## config.mk

```make
export PLATFORM = sky130hd
export DESIGN_NAME = key_press_classifier_flat
export DESIGN_NICKNAME = d
export VERILOG_FILES = /design/src/design/kpc_pkg.sv /design/src/design/kpc_key_if.sv /design/src/design/kpc_event_if.sv /design/src/design/kpc_core.sv /design/src/design/key_press_classifier.sv /design/src/flat_wrapper.sv
export VERILOG_INCLUDE_DIRS = /design/src /design/src/design
export SDC_FILE = /design/constraint.sdc
export NUM_CORES = 1
export LEC_CHECK = 0
export ABC_AREA = 1
export BUFFER_PORTS_ARGS = -buffer_cell sky130_fd_sc_hd__buf_2
export CORE_MARGIN = 5
export CORE_UTILIZATION = 55
export DETAILED_ROUTE_END_ITERATION = 8
export MAX_ROUTING_LAYER = met4
export PLACE_DENSITY_LB_ADDON = 0.2
export REMOVE_ABC_BUFFERS = 1
export SLEW_MARGIN = 20
export SYNTH_ARGS = -nofsm -noshare
export SYNTH_HDL_FRONTEND = slang
export SYNTH_SLANG_ARGS = --single-unit
```

## constraint.sdc

```tcl
create_clock -name clk -period 3 [get_ports clk]
set_clock_uncertainty 0.1 [all_clocks]
set_input_delay 0.15 -clock clk [delete_from_list [all_inputs] [get_ports clk]]
set_output_delay 0.15 -clock clk [all_outputs]
set_load 0.05 [all_outputs]
```

## src/design/key_press_classifier_macros.svh

```systemverilog
// Assertion macros for the key press classifier.
// Included by the RTL files that carry concurrent assertions.
// Assertions are compiled out when ASSERT_OFF is defined.
`ifndef KEY_PRESS_CLASSIFIER_MACROS_SVH
`define KEY_PRESS_CLASSIFIER_MACROS_SVH

`ifndef ASSERT_OFF

`define KPC_ASSERT_CLK(label, clk_sig, rst_sig, prop) \
  label: assert property (@(posedge clk_sig) disable iff (rst_sig) prop) \
    else $error("key_press_classifier assertion failed");

`define KPC_ASSERT(label, prop) `KPC_ASSERT_CLK(label, clk, rst, prop)

`else

`define KPC_ASSERT_CLK(label, clk_sig, rst_sig, prop)

`define KPC_ASSERT(label, prop)

`endif

`endif

```

## src/design/kpc_pkg.sv

```systemverilog
// Shared types, constants and helper functions for the key press classifier.
// No dependencies; used by the channel interfaces, the core and the top level.
`timescale 1ns / 1ps

package kpc_pkg;

  localparam int unsigned NUM_KEYS = 4;
  localparam int unsigned KEY_W = 2;
  localparam int unsigned COUNT_W = 9;
  localparam int unsigned LIMIT_W = 8;
  localparam int unsigned CFG_INDEX_W = 2;
  localparam int unsigned CFG_DATA_W = 8;
  localparam int unsigned KIND_W = 3;
  localparam int unsigned ORDER_LEN = 3;

  typedef enum logic [KIND_W-1:0] {
    EV_NONE    = 3'd0,
    EV_RELEASE = 3'd1,
    EV_PRESS   = 3'd2,
    EV_LONG    = 3'd3,
    EV_COMBO   = 3'd4
  } kpc_kind_t;

  typedef enum logic [CFG_INDEX_W-1:0] {
    REG_LONG_PRESS_COUNT = 2'd0,
    REG_COMBO_ENABLE     = 2'd1
  } kpc_reg_t;

  localparam logic [LIMIT_W-1:0] LONG_PRESS_RESET = 8'd250;
  localparam logic COMBO_ENABLE_RESET = 1'b1;

  localparam logic signed [COUNT_W-1:0] PRESS_AT = 9'sd2;
  localparam logic signed [COUNT_W-1:0] LONG_RELOAD = 9'sd3;
  localparam logic signed [COUNT_W-1:0] RELEASE_START = -9'sd2;
  localparam logic signed [COUNT_W-1:0] COUNT_MAX = 9'sd255;

  typedef struct packed {
    logic [LIMIT_W-1:0] long_press_count;
    logic               combo_enable;
  } kpc_cfg_t;

  typedef struct packed {
    kpc_kind_t        kind;
    logic [KEY_W-1:0] key;
    logic [KEY_W-1:0] partner;
  } kpc_result_t;

  typedef struct packed {
    logic             valid;
    logic [KEY_W-1:0] key;
  } kpc_slot_t;

  // Partner search order for each key; an invalid slot ends the list.
  function automatic kpc_slot_t partner_slot(input logic [KEY_W-1:0] key,
                                             input logic [1:0] pos);
    kpc_slot_t slot;
    slot = '{valid: 1'b0, key: 2'd0};
    case (key)
      2'd0: begin
        case (pos)
          2'd0: slot = '{valid: 1'b1, key: 2'd1};
          2'd1: slot = '{valid: 1'b1, key: 2'd2};
          2'd2: slot = '{valid: 1'b1, key: 2'd3};
          default: slot = '{valid: 1'b0, key: 2'd0};
        endcase
      end
      2'd1: begin
        case (pos)
          2'd0: slot = '{valid: 1'b1, key: 2'd0};
          2'd1: slot = '{valid: 1'b1, key: 2'd2};
          default: slot = '{valid: 1'b0, key: 2'd0};
        endcase
      end
      2'd2: begin
        case (pos)
          2'd0: slot = '{valid: 1'b1, key: 2'd0};
          2'd1: slot = '{valid: 1'b1, key: 2'd1};
          2'd2: slot = '{valid: 1'b1, key: 2'd3};
          default: slot = '{valid: 1'b0, key: 2'd0};
        endcase
      end
      default: begin
        case (pos)
          2'd0: slot = '{valid: 1'b1, key: 2'd2};
          2'd1: slot = '{valid: 1'b1, key: 2'd0};
          default: slot = '{valid: 1'b0, key: 2'd0};
        endcase
      end
    endcase
    return slot;
  endfunction

  // First partner in the search order whose key is held (hold count at or above the press count).
  function automatic kpc_slot_t find_partner(input logic [KEY_W-1:0] key,
                                             input logic [NUM_KEYS-1:0] held);
    kpc_slot_t found;
    kpc_slot_t slot;
    found = '{valid: 1'b0, key: 2'd0};
    for (int j = 0; j < ORDER_LEN; j++) begin
      slot = partner_slot(key, 2'(j));
      if (!found.valid && slot.valid && held[slot.key]) begin
        found = slot;
      end
    end
    return found;
  endfunction

endpackage

```

## src/design/kpc_key_if.sv

```systemverilog
// Request channel that carries one tick of key levels.
// Depends on kpc_pkg for the field widths.
`timescale 1ns / 1ps

interface kpc_key_if;
  logic                         valid;
  logic                         ready;
  logic [kpc_pkg::NUM_KEYS-1:0] key_levels;

  modport source (output valid, output key_levels, input ready);
  modport sink (input valid, input key_levels, output ready);
endinterface

```

## src/design/kpc_event_if.sv

```systemverilog
// Request channel that carries one classified key event.
// Depends on kpc_pkg for the field widths.
`timescale 1ns / 1ps

interface kpc_event_if;
  logic                       valid;
  logic                       ready;
  logic [kpc_pkg::KIND_W-1:0] event_kind;
  logic [kpc_pkg::KEY_W-1:0]  event_key;
  logic [kpc_pkg::KEY_W-1:0]  partner_key;

  modport source (output valid, output event_kind, output event_key,
                  output partner_key, input ready);
  modport sink (input valid, input event_kind, input event_key,
                input partner_key, output ready);
endinterface

```

## src/design/kpc_core.sv

```systemverilog
// Scan core: rotating scan index, per-key hold counters and event classification.
// Depends on kpc_pkg and key_press_classifier_macros.svh.
`timescale 1ns / 1ps
`include "key_press_classifier_macros.svh"

module kpc_core (
  input  logic                         clk,
  input  logic                         rst,
  input  logic                         step,
  input  logic [kpc_pkg::NUM_KEYS-1:0] levels,
  input  kpc_pkg::kpc_cfg_t            cfg,
  output kpc_pkg::kpc_result_t         result
);

  logic [kpc_pkg::KEY_W-1:0] scan_index;
  logic signed [kpc_pkg::COUNT_W-1:0] hold_count [kpc_pkg::NUM_KEYS];

  logic signed [kpc_pkg::COUNT_W-1:0] count_cur;
  logic signed [kpc_pkg::COUNT_W-1:0] count_inc;
  logic signed [kpc_pkg::COUNT_W-1:0] count_next;
  logic signed [kpc_pkg::COUNT_W:0]   limit_ext;
  logic [kpc_pkg::NUM_KEYS-1:0]       held;
  kpc_pkg::kpc_slot_t                 partner;

  always_comb begin
    for (int i = 0; i < kpc_pkg::NUM_KEYS; i++) begin
      held[i] = (hold_count[i] >= kpc_pkg::PRESS_AT);
    end
  end

  always_comb begin
    count_cur = hold_count[scan_index];
    count_inc = (count_cur < kpc_pkg::COUNT_MAX) ? count_cur + 9'sd1 : count_cur;
    limit_ext = $signed({2'b00, cfg.long_press_count});
    partner = kpc_pkg::find_partner(scan_index, held);
    count_next = count_cur;
    result.kind = kpc_pkg::EV_NONE;
    result.key = scan_index;
    result.partner = '0;
    if (!levels[scan_index]) begin
      if (count_cur > 9'sd0) begin
        count_next = kpc_pkg::RELEASE_START;
      end else if (count_cur < 9'sd0) begin
        count_next = count_cur + 9'sd1;
        if (count_next == 9'sd0) begin
          result.kind = kpc_pkg::EV_RELEASE;
        end
      end
    end else begin
      count_next = count_inc;
      if (count_inc == kpc_pkg::PRESS_AT) begin
        result.kind = kpc_pkg::EV_PRESS;
        if (cfg.combo_enable && partner.valid) begin
          result.kind = kpc_pkg::EV_COMBO;
          result.partner = partner.key;
        end
      end else if ($signed({count_inc[kpc_pkg::COUNT_W-1], count_inc}) >= limit_ext) begin
        result.kind = kpc_pkg::EV_LONG;
        count_next = kpc_pkg::LONG_RELOAD;
      end
    end
  end

  always_ff @(posedge clk) begin
    if (rst) begin
      scan_index <= '0;
      for (int i = 0; i < kpc_pkg::NUM_KEYS; i++) begin
        hold_count[i] <= '0;
      end
    end else if (step) begin
      scan_index <= scan_index + 2'd1;
      hold_count[scan_index] <= count_next;
    end
  end

  `KPC_ASSERT(a_scan_advances, step |=> (scan_index == 2'($past(scan_index) + 2'd1)))
  `KPC_ASSERT(a_combo_partner, (result.kind == kpc_pkg::EV_COMBO) |-> (cfg.combo_enable && (result.partner != result.key)))
  `KPC_ASSERT(a_release_key_up, (result.kind == kpc_pkg::EV_RELEASE) |-> !levels[scan_index])

endmodule

```

## src/design/key_press_classifier.sv

```systemverilog
// An accepted request is registered in the input stage, then classified into the result register.
// Throughput: one request per cycle while the output is taken, set by the single-pass classify
// stage and one counter update. The input and result registers stall together when it is not taken.
// Synchronous active-high reset clears the scan index, all hold counters and both
// valid flags, and loads long_press_count = 250 and combo_enable = 1.
`timescale 1ns / 1ps
`include "key_press_classifier_macros.svh"

module key_press_classifier (
  input  logic                            clk,
  input  logic                            rst,
  input  logic                            cfg_we,
  input  logic [kpc_pkg::CFG_INDEX_W-1:0] cfg_index,
  input  logic [kpc_pkg::CFG_DATA_W-1:0]  cfg_wdata,
  kpc_key_if.sink                         key_in,
  kpc_event_if.source                     event_out
);

  kpc_pkg::kpc_cfg_t            cfg;
  logic                         s1_valid;
  logic [kpc_pkg::NUM_KEYS-1:0] s1_levels;
  logic                         o_valid;
  kpc_pkg::kpc_result_t         o_result;
  kpc_pkg::kpc_result_t         core_result;
  logic                         advance;
  logic                         step;

  assign advance = !o_valid || event_out.ready;
  assign step = s1_valid && advance;
  assign key_in.ready = !s1_valid || advance;

  always_ff @(posedge clk) begin
    if (rst) begin
      cfg.long_press_count <= kpc_pkg::LONG_PRESS_RESET;
      cfg.combo_enable <= kpc_pkg::COMBO_ENABLE_RESET;
    end else if (cfg_we) begin
      unique case (cfg_index)
        kpc_pkg::REG_LONG_PRESS_COUNT: cfg.long_press_count <= cfg_wdata;
        kpc_pkg::REG_COMBO_ENABLE:     cfg.combo_enable <= cfg_wdata[0];
        default: ;
      endcase
    end
  end

  always_ff @(posedge clk) begin
    if (rst) begin
      s1_valid <= 1'b0;
    end else if (key_in.ready) begin
      s1_valid <= key_in.valid;
    end
  end

  always_ff @(posedge clk) begin
    if (key_in.ready) begin
      s1_levels <= key_in.key_levels;
    end
  end

  kpc_core u_core (
    .clk    (clk),
    .rst    (rst),
    .step   (step),
    .levels (s1_levels),
    .cfg    (cfg),
    .result (core_result)
  );

  always_ff @(posedge clk) begin
    if (rst) begin
      o_valid <= 1'b0;
    end else if (step) begin
      o_valid <= 1'b1;
    end else if (event_out.ready) begin
      o_valid <= 1'b0;
    end
  end

  always_ff @(posedge clk) begin
    if (step) begin
      o_result <= core_result;
    end
  end

  assign event_out.valid = o_valid;
  assign event_out.event_kind = o_result.kind;
  assign event_out.event_key = o_result.key;
  assign event_out.partner_key = o_result.partner;

  `KPC_ASSERT(a_partner_zero, (o_valid && (o_result.kind != kpc_pkg::EV_COMBO)) |-> (o_result.partner == 2'd0))
  `KPC_ASSERT(a_stage_holds, (s1_valid && !advance) |=> (s1_valid && $stable(s1_levels)))
  `KPC_ASSERT(a_step_fills_output, step |=> o_valid)

endmodule

```

## src/flat_wrapper.sv

```systemverilog
// flat-port wrapper written by rule: the top's interface ports become plain ports
module key_press_classifier_flat 
  (clk, rst, cfg_we, cfg_index, cfg_wdata, key_in_valid, key_in_key_levels, key_in_ready, event_out_valid, event_out_event_kind, event_out_event_key, event_out_partner_key, event_out_ready);
  kpc_key_if key_in_i ();
  kpc_event_if event_out_i ();
  input  logic clk;
  input  logic rst;
  input  logic cfg_we;
  input  logic [kpc_pkg::CFG_INDEX_W-1:0] cfg_index;
  input  logic [kpc_pkg::CFG_DATA_W-1:0] cfg_wdata;
  input wire logic [$bits(key_in_i.valid)-1:0] key_in_valid;
  input wire logic [$bits(key_in_i.key_levels)-1:0] key_in_key_levels;
  output wire logic [$bits(key_in_i.ready)-1:0] key_in_ready;
  output wire logic [$bits(event_out_i.valid)-1:0] event_out_valid;
  output wire logic [$bits(event_out_i.event_kind)-1:0] event_out_event_kind;
  output wire logic [$bits(event_out_i.event_key)-1:0] event_out_event_key;
  output wire logic [$bits(event_out_i.partner_key)-1:0] event_out_partner_key;
  input wire logic [$bits(event_out_i.ready)-1:0] event_out_ready;
  assign key_in_i.valid = key_in_valid;
  assign key_in_i.key_levels = key_in_key_levels;
  assign key_in_ready = key_in_i.ready;
  assign event_out_valid = event_out_i.valid;
  assign event_out_event_kind = event_out_i.event_kind;
  assign event_out_event_key = event_out_i.event_key;
  assign event_out_partner_key = event_out_i.partner_key;
  assign event_out_i.ready = event_out_ready;
  key_press_classifier u_core (.clk(clk), .rst(rst), .cfg_we(cfg_we), .cfg_index(cfg_index), .cfg_wdata(cfg_wdata), .key_in(key_in_i), .event_out(event_out_i));
endmodule
```

==> results_dict.tcl, run 1 <==
set metrics [dict create \
    die_height_um 94.3 \
    clockBufferDepth 2 \
    slew_headroom_pct 34.5 \
    fin_area_um2 5500 \
    gp_congestion 1.00 \
    ant_nets 0 \
    p_leak_nw 2.56 \
    path_class "reg2reg" \
    fin_ws_ns -0.339 \
    crit_path_max_fanout 8 \
    rsz0062_at_grt "yes" \
    power_switching_w 0.000804 \
    cap_violations 0 \
    min_period_ns 3.34 \
    route.detailed.drc 0 \
    core_um2 6870 \
    yosys_warnings 0 \
    violations "setup timing" \
    grt_max_degree 16 \
    cts_tree "built" \
    intPower_w 0.00167 \
    root_buffer "clkbuf_8" \
    nFillCells 435 \
    p_per_area_nw_per_um2 450 \
    fmax_ghz 0.299 \
    hold_depth 4 \
    ir_worst_vdd_v 0.000445 \
    p_sw_share_pct 32.5 \
    h-tree-depth 3 \
    grt_use_met2_pct 44.5 \
    cp.required_ns 3.09 \
    endpoint_kind "flop" \
    initial_core_util_pct 56.9 \
    cts.reportedPaths.clkPinSlew_ns 0.07 \
    synth.largest_area_cell "edfxtp_1" \
    combPwrFrac_pct 30.1 \
    drv_slew 0 \
    gr-total-overflow 0 \
    numCtsBuffers 9 \
    setup_viol 34 \
    drive_gt1_share_pct 40.5 \
    io_pins 28 \
    first_pass_iters 5 \
    post-place-ws_ns -0.400 \
    yosys-top-cells-area "edfxtp_1 36%, nand2_1 15%, dfxtp_1 7.7%" \
    worstMarginPinSlew_ns 0.979 \
    ys_seq_area_share_pct 43.8 \
    cts_sinks 62 \
    dieArea_um2 8890 \
    synthCells 500 \
    ys_ff_latch 62 \
    via_per_inst 5.53 \
    syn2layout_area_growth_pct 40.9 \
    die_w_um 94.3 \
    portBuffers 27 \
    nNetsFinal 648 \
    placed_area_um2 4500 \
    reg2reg_depth 21 \
    arrival_ns 3.42 \
    grt_first_pass_wirelength_mm 18.1 \
    power_frac_clock_pct 29.1 \
    clock_latency_ns 0.34 \
    finalCritPeriodShare_pct 111 \
    grt_pass1_vias 3555 \
    yosysUniqueCellTypes 31 \
    hpwl_mm 8.21 \
    setup.worst_path.start_class "flop" \
    grt_usage_pct 27.9 \
    synth_area_um2 3910 \
    drt_wl_total_mm 12.8 \
    globalRoute.busiestLayer "met2" \
    antennaDiodeCount 0 \
    yosys.area.top_type_share_pct 36.1 \
    rows 30 \
    vias 3951 \
    hp-class "in2reg" \
    grtUsageMet1_pct 36.6 \
    synth_area_per_cell_um2 7.81 \
    pwr-share-seq_pct 40.8 \
    drtIter0Drc 499 \
    hold_viol_final 0 \
    status "finished, violations left" \
    met3_usage_pct 5.85 \
    wire_per_inst_um 17.9 \
    antenna_found_initial 0 \
]
-- cell families after synthesis --
| group | synth area share (%) |
|---|---|
| DFF | 43.8 |
| adders and majority gates | 5.12 |
| buffers and inverters | 8.04 |
| AOI/OAI and AO/OA | 6.47 |
| and+or+nand+nor | 36.5 |
-- sequential cells by signal (all words and copies together), names as in the netlist, named ones only --
register and flops:
u_core.s1_valid 1, u_core.event_out.valid 1, u_core.u_core.scan_index 2, u_core.event_out.partner_key 2, u_core.cfg 9, u_core.event_out.event_key 2
u_core.s1_levels 4, u_core.event_out.event_kind 3, u_core.u_core.hold_count 36
-- area by class of cell --
cell class	instances	area, µm²	share of cell area (%)
Clock buffer	13	149	2.71
Clock inverter	3	37.5	0.682
Inverter	61	239	4.34
Multi-Input combinational cell	366	2370	43.1
Sequential cell	62	1720	31.2
Tap cell	96	120	2.18
Timing Repair Buffer	113	871	15.8
-- metrics by stage --
stage | std cells | TNS [ns] | util [%] | hold WS, ns | power, W
floorplan | 489 | -11.85 | - | 0.119 | 0.00133
global placement | 666 | -6.32 | 65.5 | 0.231 | 0.00154
detailed placement | 666 | -9.27 | 65.5 | 0.230 | 0.00154
CTS | 705 | -1.07 | 74.3 | 0.0108 | 0.00233
global route | 714 | -11.75 | 80.1 | 0.0350 | 0.00257
finish | 714 | -7.48 | 80.1 | 0.0270 | 0.00248
-- worst max-delay path: stages (launching register included) --
cell,delay (ns)
dfxtp_4,0.40
buf_6,0.13
buf_12,0.14
nand2_1,0.09
nand3_4,0.14
nand2_4,0.09
nor2_4,0.11
nand3_1,0.13
nand2_2,0.13
nand2_1,0.10
ha_1,0.29
nand2_2,0.11
o21ai_1,0.09
o21ai_1,0.16
nand2_1,0.07
nand2_1,0.07
nand3b_1,0.14
nand2_4,0.16
nand3_1,0.14
o21ai_2,0.13
nand2_2,0.13
nor2_2,0.14
-- synthesized netlist by cell type (all sizes together) --
| master | number |
|---|---|
| a32oi | 1 |
| clkbuf | 4 |
| nand2 | 180 |
| edfxtp | 47 |
| o21ai | 14 |
| nor2 | 65 |
| clkinv | 1 |
| o211ai | 8 |
| nand3b | 1 |
| a21oi | 15 |
| nand3 | 45 |
| ha | 16 |
| nor3 | 11 |
| o22ai | 1 |
| nor3b | 1 |
| buf | 7 |
| dfxtp | 15 |
| nand4 | 4 |
| a31o | 2 |
| inv | 60 |
| o21bai | 2 |
-- worst paths after layout --
check	from	endpoint	slack, ns
max	flop	u_core.u_core.hold_count[0][5]	-0.34
min	cfg_index[1]	u_core.cfg[0]	0.03
max reg2reg	flop	u_core.u_core.hold_count[0][5]	-0.34
min reg2reg	u_core.cfg[3]	u_core.cfg[3]	0.42
-- power groups by stage --
stage                     combinational, W  clock (W)  sequential [W]
after CTS                         0.000606   0.000717         0.00100
after global routing              0.000796   0.000765         0.00101
after global placement            0.000520          0         0.00102
after detailed placement          0.000526          0         0.00102
final                             0.000746   0.000721         0.00101
after floorplan                   0.000304          0         0.00103
-- layer usage --
layer | wire [µm] | vias to the layer above
met2 | 6210 | 209
met1 | 4960 | 1843
li1 | - | 1856
met4 | 462 | 0
met3 | 1120 | 43
met5 | 0 | -
-- cells in the final DEF (no fill, tap or decap), types with 3 or more instances in the layout --
cell type and count:
nor3_1 9, nand3_4 8, ha_4 8, nand2_2 48
o21ai_0 9, inv_2 11, o211ai_1 8, buf_2 27
nand4_1 4, nand2_1 112, nand3_2 11, o21ai_2 3
dlygate4sd3_1 16, clkbuf_8 10, nor2_1 42, inv_1 47
nor2_4 12, nor2_2 11, a21oi_1 14, nand3_1 26
buf_4 59, edfxtp_1 47, buf_6 10, ha_1 8
dfxtp_1 13, nand2_4 19, clkbuf_1 3
-- timing repair --
action / 4_1_cts / 5_1_grt
hold endpoints to repair: 15 / 0
endpoints found under the setup margin: 34 / 34
hold buffers: 16 / 0
setup buffers: 6 / 10
resized for setup: 55 / 84
gates cloned: 1 / 0
pin swaps: 21 / 50
(Power assumes the default switching activity.)
==> inputs of run 2 (changes only) <==
Settings changed: SKIP_CTS_REPAIR_TIMING set to 1.
==> run 2 against run 1 <==
  * The run still ends with setup timing left
  * Register-to-register slack better by 0.14 ns
  * Fmax grew 4.2%
  * Die area unchanged
  * Combinational power is 12% lower
  * Critical path type unchanged
  * Highest routed layer unchanged
  * Count of clock-buffer cells in the layout stayed put
  * First-iteration DRC count down 16%
  * Total power down 3.4%
  * Final area is 4.9% lower
==> results_dict.tcl, run 2 (synthesis gave the netlist of run 1 again) <==
set metrics [dict create \
    p_total_w 0.00239 \
    die_height_um 94.3 \
    power_frac_clock_pct 30.3 \
    violations "setup timing" \
    nNetsFinal 636 \
    worstMarginPinSlew_ns 0.863 \
    cap_violations 0 \
    ir_worst_vdd_v 0.000435 \
    p_sw_share_pct 31.6 \
    top_register "u_core.u_core.hold_count" \
    biggestRegsByFlops "u_core.u_core.hold_count: 36 flops, u_core.cfg: 9 flops, u_core.s1_levels: 4 flops" \
    core_um2 6870 \
    root_buffer "clkbuf_8" \
    die_w_um 94.3 \
    setup_viol 34 \
    mostFrequentLayoutCells "132 x nand2_1, 51 x buf_4, 49 x inv_1" \
    finalCritPeriodShare_pct 107 \
    hold_viol_final 0 \
    p_per_area_nw_per_um2 457 \
    ant_nets 0 \
    post-place-ws_ns -0.400 \
    grt_usage_pct 25.8 \
    via_per_inst 5.37 \
    dieArea_um2 8890 \
    grt_pass1_vias 3256 \
    portBuffers 27 \
    hold_ws_ns 0.00429 \
    wire_per_inst_um 16.4 \
    drive_gt1_share_pct 35.0 \
    initial_core_util_pct 56.9 \
    hpwl_mm 8.21 \
    rsz0062_at_grt "yes" \
    hold_depth 4 \
    grt_first_pass_wirelength_mm 16.6 \
    slew_headroom_pct 42.3 \
    endpoint_kind "flop" \
    drv_slew 0 \
    fmax_ghz 0.312 \
    gp_congestion 1.00 \
    crit_path_max_fanout 8 \
    first_pass_iters 5 \
    h-tree-depth 3 \
    fin_util_pct 76.2 \
    status "finished, violations left" \
    rows 30 \
    numCtsBuffers 9 \
    drt_wl_total_mm 11.5 \
    path_class "reg2reg" \
    route.detailed.drc 0 \
    arrival_ns 3.18 \
    syn2layout_area_growth_pct 34.0 \
    setup-tns-final_ns -4.72 \
    grt_max_degree 16 \
    vias 3773 \
    cts_tree "built" \
    cts.reportedPaths.clkPinSlew_ns 0.07 \
    min_period_ns 3.20 \
    combPwrFrac_pct 27.6 \
    drtIter0Drc 417 \
    mostFrequentLayoutCell "nand2_1" \
    largest_register_ffs 36 \
    pwr-share-seq_pct 42.1 \
    gr-total-overflow 0 \
    antenna_found_initial 0 \
    cp.required_ns 2.98 \
    reg2reg_depth 25 \
    power_switching_w 0.000757 \
    intPower_w 0.00164 \
    clock_latency_ns 0.35 \
    fin_ws_ns -0.204 \
    antennaDiodeCount 0 \
    clockBufferDepth 2 \
    p_leak_nw 2.45 \
    hp-class "in2reg" \
    setup.worst_path.start_class "flop" \
    cts_sinks 62 \
    io_pins 28 \
]
## run 2: per-layer routing
metal	part of all wire, %	global-route usage [%]	routed length, µm	vias to the layer above
li1	-	-	-	1821
met1	43	35.2	4990	1768
met2	48	39.2	5550	165
met3	7.0	5.85	805	19
met4	1.6	6.14	184	0
met5	0	-	0	-
## run 2: cell type report
cell class	instances	area, µm²
well taps	96	120
fillers	499	1640
inverters	61	236
repair buffers	101	785
flip-flops and latches	62	1720
multi-input cells	366	2190
clock buffers	13	149
clock inverters	3	37.5
## run 2: through the flow
step | cell area, µm² | std cells
floorplan | 3820 | 489
global placement | 4500 | 666
detailed placement | 4500 | 666
CTS | 4680 | 682
global route | 5230 | 702
finish | 5230 | 702
## run 2: worst paths after layout
path	startpoint	to	slack (ns)
min	event_out_ready	u_core.event_out.valid	0.004
min reg2reg	u_core.cfg[6]	u_core.cfg[6]	0.41
max reg2reg	flop	u_core.u_core.hold_count[1][1]	-0.20
max	flop	u_core.u_core.hold_count[1][1]	-0.20
## run 2: power groups by stage
stage | combinational [W] | sequential (W) | clock, W
after floorplan | 0.000304 | 0.00103 | 0
after global routing | 0.000710 | 0.00101 | 0.000777
after global placement | 0.000520 | 0.00102 | 0
after detailed placement | 0.000526 | 0.00102 | 0
after CTS | 0.000531 | 0.00100 | 0.000717
final | 0.000660 | 0.00101 | 0.000725
## run 2: critical path, stage by stage, from the launching register on
cell and delay (ns):
dfxtp_4 0.41, buf_6 0.13, buf_12 0.13, nand2_4 0.06, nand3_4 0.07, nand2_2 0.09, inv_2 0.08, nand2_4 0.05
nor2_4 0.14, nand2_2 0.09, nor2_4 0.15, nor2_4 0.06, inv_2 0.08, ha_4 0.20, nand2_2 0.05, inv_2 0.03
nor2_1 0.07, o21ai_1 0.06, o21ai_1 0.13, nand2_1 0.06, nand2_1 0.05, nand3b_1 0.11, nand2_4 0.15, nand4_1 0.13
nand2_2 0.17, nor2_1 0.05
==> inputs of run 3 (changes only) <==
Settings changed: BUFFER_PORTS_ARGS -buffer_cell sky130_fd_sc_hd__buf_2 to not set, CORE_UTILIZATION 55 to 58, DONT_BUFFER_PORTS set to 1, SYNTH_HIERARCHICAL set to 1, TNS_END_PERCENT set to 100.
==> run 3 against run 2 <==
  * The run ends with hold timing, setup timing left
  * Fmax barely moved
  * Core utilization rose by 6.4 points
  * Via count rose by 1.5%
  * Non-clock buffer count fell by 6
  * Critical path type unchanged
==> results_dict.tcl, run 3 <==
set metrics [dict create \
    hold_viol_final 1 \
    synth_area_um2 3810 \
    drtIter0Drc 445 \
    crit_chain "buf_12, buf_8, nand2_1, nand3_1, nand2_2, buf_4, nor2_4, nand2_2, nand2_2, nand2_2, nor2_2, inv_1, ha_4, nand2_1, o21ai_1, nand2_1, nand2_1, nand2_2, inv_4, nand3_4, nand2_4, nor2_1" \
    worstMarginPinSlew_ns 0.589 \
    hold_ws_ns -0.00145 \
    yosys-top-cells-area "edfxtp_1 37%, nand2_1 14%, dfxtp_1 7.9%" \
    crit_path_max_fanout 8 \
    biggestRegsByFlops "u_core/u_core/hold_count: 36 flops, u_core/cfg: 9 flops, u_core/s1_levels: 4 flops" \
    grt_pass1_vias 3290 \
    io_pins 28 \
    syn2layout_area_growth_pct 38.4 \
    portBuffers 0 \
    endpoint_kind "flop" \
    mostFrequentLayoutCells "115 x nand2_1, 64 x buf_4, 55 x nor2_1" \
    hpwl_mm 8.06 \
    p_leak_nw 2.39 \
    grt_first_pass_wirelength_mm 16.6 \
    grt_max_degree 15 \
    p_per_area_nw_per_um2 449 \
    drv_slew 0 \
    first_pass_iters 8 \
    die_w_um 91.1 \
    cts_sinks 62 \
    drive_gt1_share_pct 32.9 \
    cts_tree "built" \
    rows 29 \
    arrival_ns 3.22 \
    ys_seq_area_share_pct 44.9 \
    cp.required_ns 3.01 \
    synth_ff_type "edfxtp_1" \
    async_flop_share_pct 0 \
    critPathMostFrequentCell "nand2_2" \
    ir_worst_vdd_v 0.000409 \
    gp_congestion 1.01 \
    setup.worst_path.start_class "flop" \
    initial_core_util_pct 59.7 \
    root_buffer "clkbuf_8" \
    path_class "reg2reg" \
    synth_area_per_cell_um2 7.75 \
    crit_slowest_cell "dfxtp_4" \
    core_um2 6390 \
    grt_usage_pct 26.6 \
    h-tree-depth 3 \
    ys_ff_latch 62 \
    fmax_ghz 0.312 \
    hp-class "in2reg" \
    nNetsFinal 626 \
    ys_top_cells_by_count "145 x nand2_1, 64 x nor2_1, 54 x inv_1, 52 x nand3_1, 47 x edfxtp_1" \
    wire_per_inst_um 18.0 \
    dieArea_um2 8290 \
    min_period_ns 3.21 \
    numCtsBuffers 9 \
    ant_nets 0 \
    largest_register_ffs 36 \
    drt_wl_total_mm 12.1 \
    synth_edf_count 47 \
    yosysMostFrequentCell "nand2_1" \
    violations "hold timing, setup timing" \
    cap_violations 0 \
    clock_latency_ns 0.35 \
    gr-total-overflow 0 \
    finalNonFillerCells 673 \
    finalCritPeriodShare_pct 107 \
    placedCellCount 616 \
    yosys_warnings 6 \
    die_height_um 91.1 \
    slew_headroom_pct 60.7 \
    mostFrequentLayoutCell "nand2_1" \
    yosys.area.top_type_share_pct 37.0 \
    vias 3829 \
    status "finished, violations left" \
    fin_ws_ns -0.207 \
    via_per_inst 5.69 \
    p_total_w 0.00237 \
    route.detailed.drc 0 \
    antennaDiodeCount 0 \
    yosysUniqueCellTypes 31 \
    setup_viol 34 \
    cp_slowest_stage_delay_ns 0.38 \
    synthCells 492 \
    synth.largest_area_cell "edfxtp_1" \
    antenna_found_initial 0 \
    rsz0062_at_grt "yes" \
    clockBufferDepth 2 \
    cts.reportedPaths.clkPinSlew_ns 0.08 \
    top_register "u_core/u_core/hold_count" \
]
[run 3: layer usage]
metal | GRT usage (%) | vias to the layer above | routed length, µm
met1 | 37.3 | 1789 | 4980
met5 | - | - | 0
met2 | 37.6 | 204 | 5690
met4 | 7.33 | 0 | 379
met3 | 7.85 | 30 | 1060
li1 | - | 1806 | -
[run 3: kinds of logic after synthesis]
kind of cell | Yosys count | synth area share (%)
adder cells (fa/ha/maj) | 16 | 5.25
AND/OR/NAND/NOR | 308 | 36.0
AO/OA/AOI/OAI | 39 | 6.01
flip-flops | 62 | 44.9
buffers and inverters | 67 | 7.88
[run 3: cell type report]
cell class	count	area, µm²
multi-input combinational	363	2220
sequential	62	1720
fill	391	1110
timing repair buffer	95	823
inverter	60	233
clock buffer	9	124
tap	77	96.3
clock inverter	7	61.3
[run 3: final timing paths]
path,from,endpoint,slack (ns),depth (start not counted)
setup / recovery,flop,u_core/u_core/hold_count[0][5],-0.21,22
hold / removal,cfg_index[0],u_core/cfg[5],-0.001,3
setup reg to reg,flop,u_core/u_core/hold_count[0][5],-0.21,22
hold reg to reg,u_core/cfg[5],u_core/cfg[5],0.38,2
[run 3: worst max-delay path, delay by kind of cell, from the launching register on]
| family | cells | cell delay, ns |
|---|---|---|
| compound gates | 1 | 0.15 |
| simple gates | 15 | 1.45 |
| fa+ha+maj | 1 | 0.28 |
| flops | 1 | 0.38 |
| buf+inv | 5 | 0.61 |
[run 3: per-stage QoR]
step / hold slack (ns) / setup WS, ns / TNS, ns / cell area [µm²] / utilization (%)
floorplan: 0.119 / -0.359 / -10.48 / 3740 / -
global route: 0.0181 / -0.348 / -9.30 / 5280 / 82.6
CTS: -0.252 / -0.273 / -7.68 / 4440 / 69.5
finish: -0.00145 / -0.207 / -4.67 / 5280 / 82.6
global placement: 0.121 / -0.194 / -5.51 / 4250 / 66.6
detailed placement: 0.126 / -0.228 / -6.38 / 4250 / 66.6
[run 3: report_power, final]
part           switching (W)  total, W  internal (W)
Combinational       0.000381  0.000659      0.000278
Sequential         0.0000481   0.00101      0.000965
Clock               0.000383  0.000698      0.000315
Total               0.000813   0.00237       0.00156
